File: src/tms_pkg.sv
`timescale 1ns / 1ps
package tms_pkg;
  localparam int STACK_DEPTH = 16;
  localparam int FRAC_BITS   = 16;
  localparam int CNT_W       = $clog2(STACK_DEPTH + 1);
  localparam int ENT_W       = $clog2(STACK_DEPTH);
  localparam int ADDR_W      = ENT_W + 4;
  // four rounded terms of up to 2^(62-FRAC_BITS) each, plus sign
  localparam int ACC_W       = 66 - FRAC_BITS;

  localparam logic [1:0] CMD_PUSH  = 2'd0;
  localparam logic [1:0] CMD_POP   = 2'd1;
  localparam logic [1:0] CMD_VIEW  = 2'd2;
  localparam logic [1:0] CMD_QUERY = 2'd3;

  localparam logic [1:0] ST_OK    = 2'd0;
  localparam logic [1:0] ST_FULL  = 2'd1;
  localparam logic [1:0] ST_EMPTY = 2'd2;

  localparam logic signed [31:0] ONE_FX = 32'sd1 <<< FRAC_BITS;
endpackage

File: src/tms_mac.sv
`timescale 1ns / 1ps
// One rounded Q-format product term, registered, plus an accumulator.
module tms_mac
  import tms_pkg::*;
(
  input  logic                     clk,
  input  logic                     clr,
  input  logic                     en,
  input  logic signed [31:0]       a,
  input  logic signed [31:0]       b,
  output logic signed [ACC_W-1:0]  acc
);
  logic signed [63:0]      prod_r;
  logic                    en_r;
  logic signed [ACC_W-1:0] acc_r;
  logic signed [63:0]      rnd;

  always_comb begin
    rnd = (prod_r + (64'sd1 <<< (FRAC_BITS - 1))) >>> FRAC_BITS;
  end

  always_ff @(posedge clk) begin
    prod_r <= a * b;
    en_r   <= en;
    if (clr) begin
      acc_r <= '0;
    end else if (en_r) begin
      acc_r <= acc_r + rnd[ACC_W-1:0];
    end
  end

  assign acc = acc_r;
endmodule

File: config.mk
export PLATFORM = sky130hd
export DESIGN_NAME = tms_mac
export DESIGN_NICKNAME = d
export VERILOG_FILES = /design/src/tms_pkg.sv /design/src/tms_mac.sv
export SDC_FILE = /design/constraint.sdc
export NUM_CORES = 2
export LEC_CHECK = 0
export ABC_AREA = 1
export ABC_CLOCK_PERIOD_IN_PS = 9500
export BUFFER_PORTS_ARGS = -buffer_cell sky130_fd_sc_hd__buf_4
export CORE_ASPECT_RATIO = 1.1
export CORE_MARGIN = 3
export CORE_UTILIZATION = 41
export CTS_BUF_LIST = sky130_fd_sc_hd__clkbuf_2
export DETAILED_ROUTE_END_ITERATION = 10
export PLACE_DENSITY_LB_ADDON = 0.1
export SLEW_MARGIN = 5
export SYNTH_ARGS = -nofsm -noshare
export SYNTH_HDL_FRONTEND = slang
export SYNTH_SLANG_ARGS = --single-unit
File: constraint.sdc
create_clock -name clk -period 9.5 [get_ports clk]
set_clock_uncertainty 0.2 [all_clocks]
set_input_delay 0.95 -clock clk [delete_from_list [all_inputs] [get_ports clk]]
set_output_delay 0.95 -clock clk [all_outputs]
set_load 0.02 [all_outputs]
==> reports/results.ini <==
[status]
status = completed

[clocking]
root_buffer = clkbuf_2
cts_tree = yes
cts-buffers-inserted = 9
clock-sinks = 100
cts_resized = 0
h-tree-depth = 3
cts_max_path_buffers = 2
clkLatencyLatePin_ns = 0.83
clk_pin_slew_worst_paths_ns = 0.37

[timing]
slew-limit-headroom_pct = 35.9
fin_crit_ns = 7.99
fmax_mhz = 125
rsz0062_at_grt = no
slew_viol_final = 0
tightest_slew_ns = 0.952
setup_viol = 0
fin_crit_sh_pct = 84.1
finalSetupTns_ns = 0
hold_viol_final = 0

[layout]
multi_input_comb_area_um2 = 36100
final_util_pct = 43.7
area_delta_synth_final_pct = 4.84
seqCellArea_um2 = 2000
fillers = 11480
final_nets = 7406
final_layout_size_suffix_gt1_share_pct = 2.98
final_cell_mix = inv_1, nand2_1, fa_1, nor2_1, ha_1
layout_commonest_cell = inv_1

[floorplan]
initial_utilization_pct = 41.7
num_rows = 127
die_h_um = 356
io_pins = 117
fp.dieW_um = 324
die_area_um2 = 116000
coreArea_um2 = 110000

[routing]
avgViaCountPerCell = 4.85
routed_wl_mm = 143
num_vias = 36454
drt-pass1-iter-count = 6
avgRoutedWirePerCell_um = 19.0
ant_nets = 0
initialDrtViolationCount = 2144
drcViolationCount = 0

[flow_run]
maxCapViolCount = 0

[critical_path]
crit_path_max_fanout = 32
crit_family = adder cells
cp.arrival_ns = 8.53
critPathSlowestCell = fa_1
crit_required_ns = 10.04
reg2reg_slack_ns = 5.04
worstSetupPathType = in2reg
start_kind = input pin
path_buf_inv = 7
cp_common_cell = fa_1
max_stage_delay_ns = 0.86
worst_setup_path_end_kind = flip-flop

[worst_hold_path]
hold_class = reg2reg

[global_routing]
grt_pass1_vias = 40266
grt-ovfl-total = 0
grt_pass1_wl_mm = 229
antenna_found_initial = 4
grt_usage_pct = 25.5
grt_max_degree = 55

[yosys]
ys_warn_count = 0
synth_area_um2 = 45700
ys_seq_area_share_pct = 4.38
async_flop_share_pct = 0
synth-edff-count = 0
synth-seq-cells = 100
synth.avg_cell_area_um2 = 7.51
yosysUniqueCellTypes = 41
syn_nets = 7471
syn-instance-count = 6092
synth_ff_type = dfxtp_1

[place]
place.gp.congestion = 0.962
io_buffers = 116
hpwl_mm = 121

## cells by family after synthesis
kind of cell | synth area share [%]
AND/OR/NAND/NOR | 18.8
XOR/XNOR | 2.25
buffers and inverters | 16.7
adder cells (fa/ha/maj) | 53.6
flip-flops | 4.38
AO/OA/AOI/OAI | 4.28
## path summary, 6_finish.rpt
kind	from	end	cells past startpoint
max	a[31]	prod_r[62]	26
min	acc[49]	acc[49]	2
max reg2reg	prod_r[15]	acc[49]	19
min reg2reg	acc[49]	acc[49]	2
## through the flow
stage,instances,instance area (um^2),worst slack (ns),hold slack (ns)
2_1_floorplan,6092,45700,1.56,0.367
6_report,7522,48000,1.51,0.388
4_1_cts,7515,47900,1.46,0.370
3_5_place_dp,7498,47800,0.548,0.365
5_1_grt,7520,48000,1.01,0.417
3_3_place_gp,7498,47800,0.630,0.343
## cells in the mapped netlist (all sizes together) (11+ instances only)
library cell / instances / area (um^2)
dfxtp: 100 / 2000
a21oi: 162 / 811
ha: 230 / 2880
o21ai: 125 / 629
nor3: 41 / 233
or2: 11 / 68.8
nand3: 120 / 611
o21bai: 25 / 188
fa: 1082 / 21700
nor4: 12 / 75.1
nand4: 26 / 163
inv: 1827 / 6860
nand2: 1550 / 5830
clkbuf: 204 / 766
xnor2: 26 / 228
nor2: 407 / 1560
xor2: 89 / 780
## final cells by class
| class | instances | area share [%] |
|---|---|---|
| clock buffer | 9 | 0.0939 |
| antenna | 7 | 0.0365 |
| tap | 1483 | 3.87 |
| clock inverter | 7 | 0.175 |
| sequential | 100 | 4.18 |
| inverter | 1827 | 14.3 |
| timing repair buffer | 132 | 2.07 |
| multi-input combinational | 3957 | 75.3 |
## metal layers
layer  track usage [%]  wire (um)  vias up
met3              2.54       6080      145
met5                 0          0        -
met1              34.0      62800    18416
met2              45.6      70900      835
met4              4.68       2800        0
li1                  -          -    17058
## tightest hold or removal path: stages (launching register included)
cell,delay [ns]
dfxtp_1,0.45
nand2_1,0.09
a21oi_1,0.06
## flip-flops by register name, indices dropped and copies added, names as in the netlist
| signal | flops |
|---|---|
| prod_r | 49 |
| en_r | 1 |
| acc | 50 |
## what timing repair did
item,in CTS,in global routing
buffers inserted,0,0
hold endpoints to repair,1,0
hold buffers,1,0
setup endpoints to repair,0,0
Power is left out: the tool's default activity adds up to more than one toggle a clock period on the data nets, which glitch-free logic cannot reach.
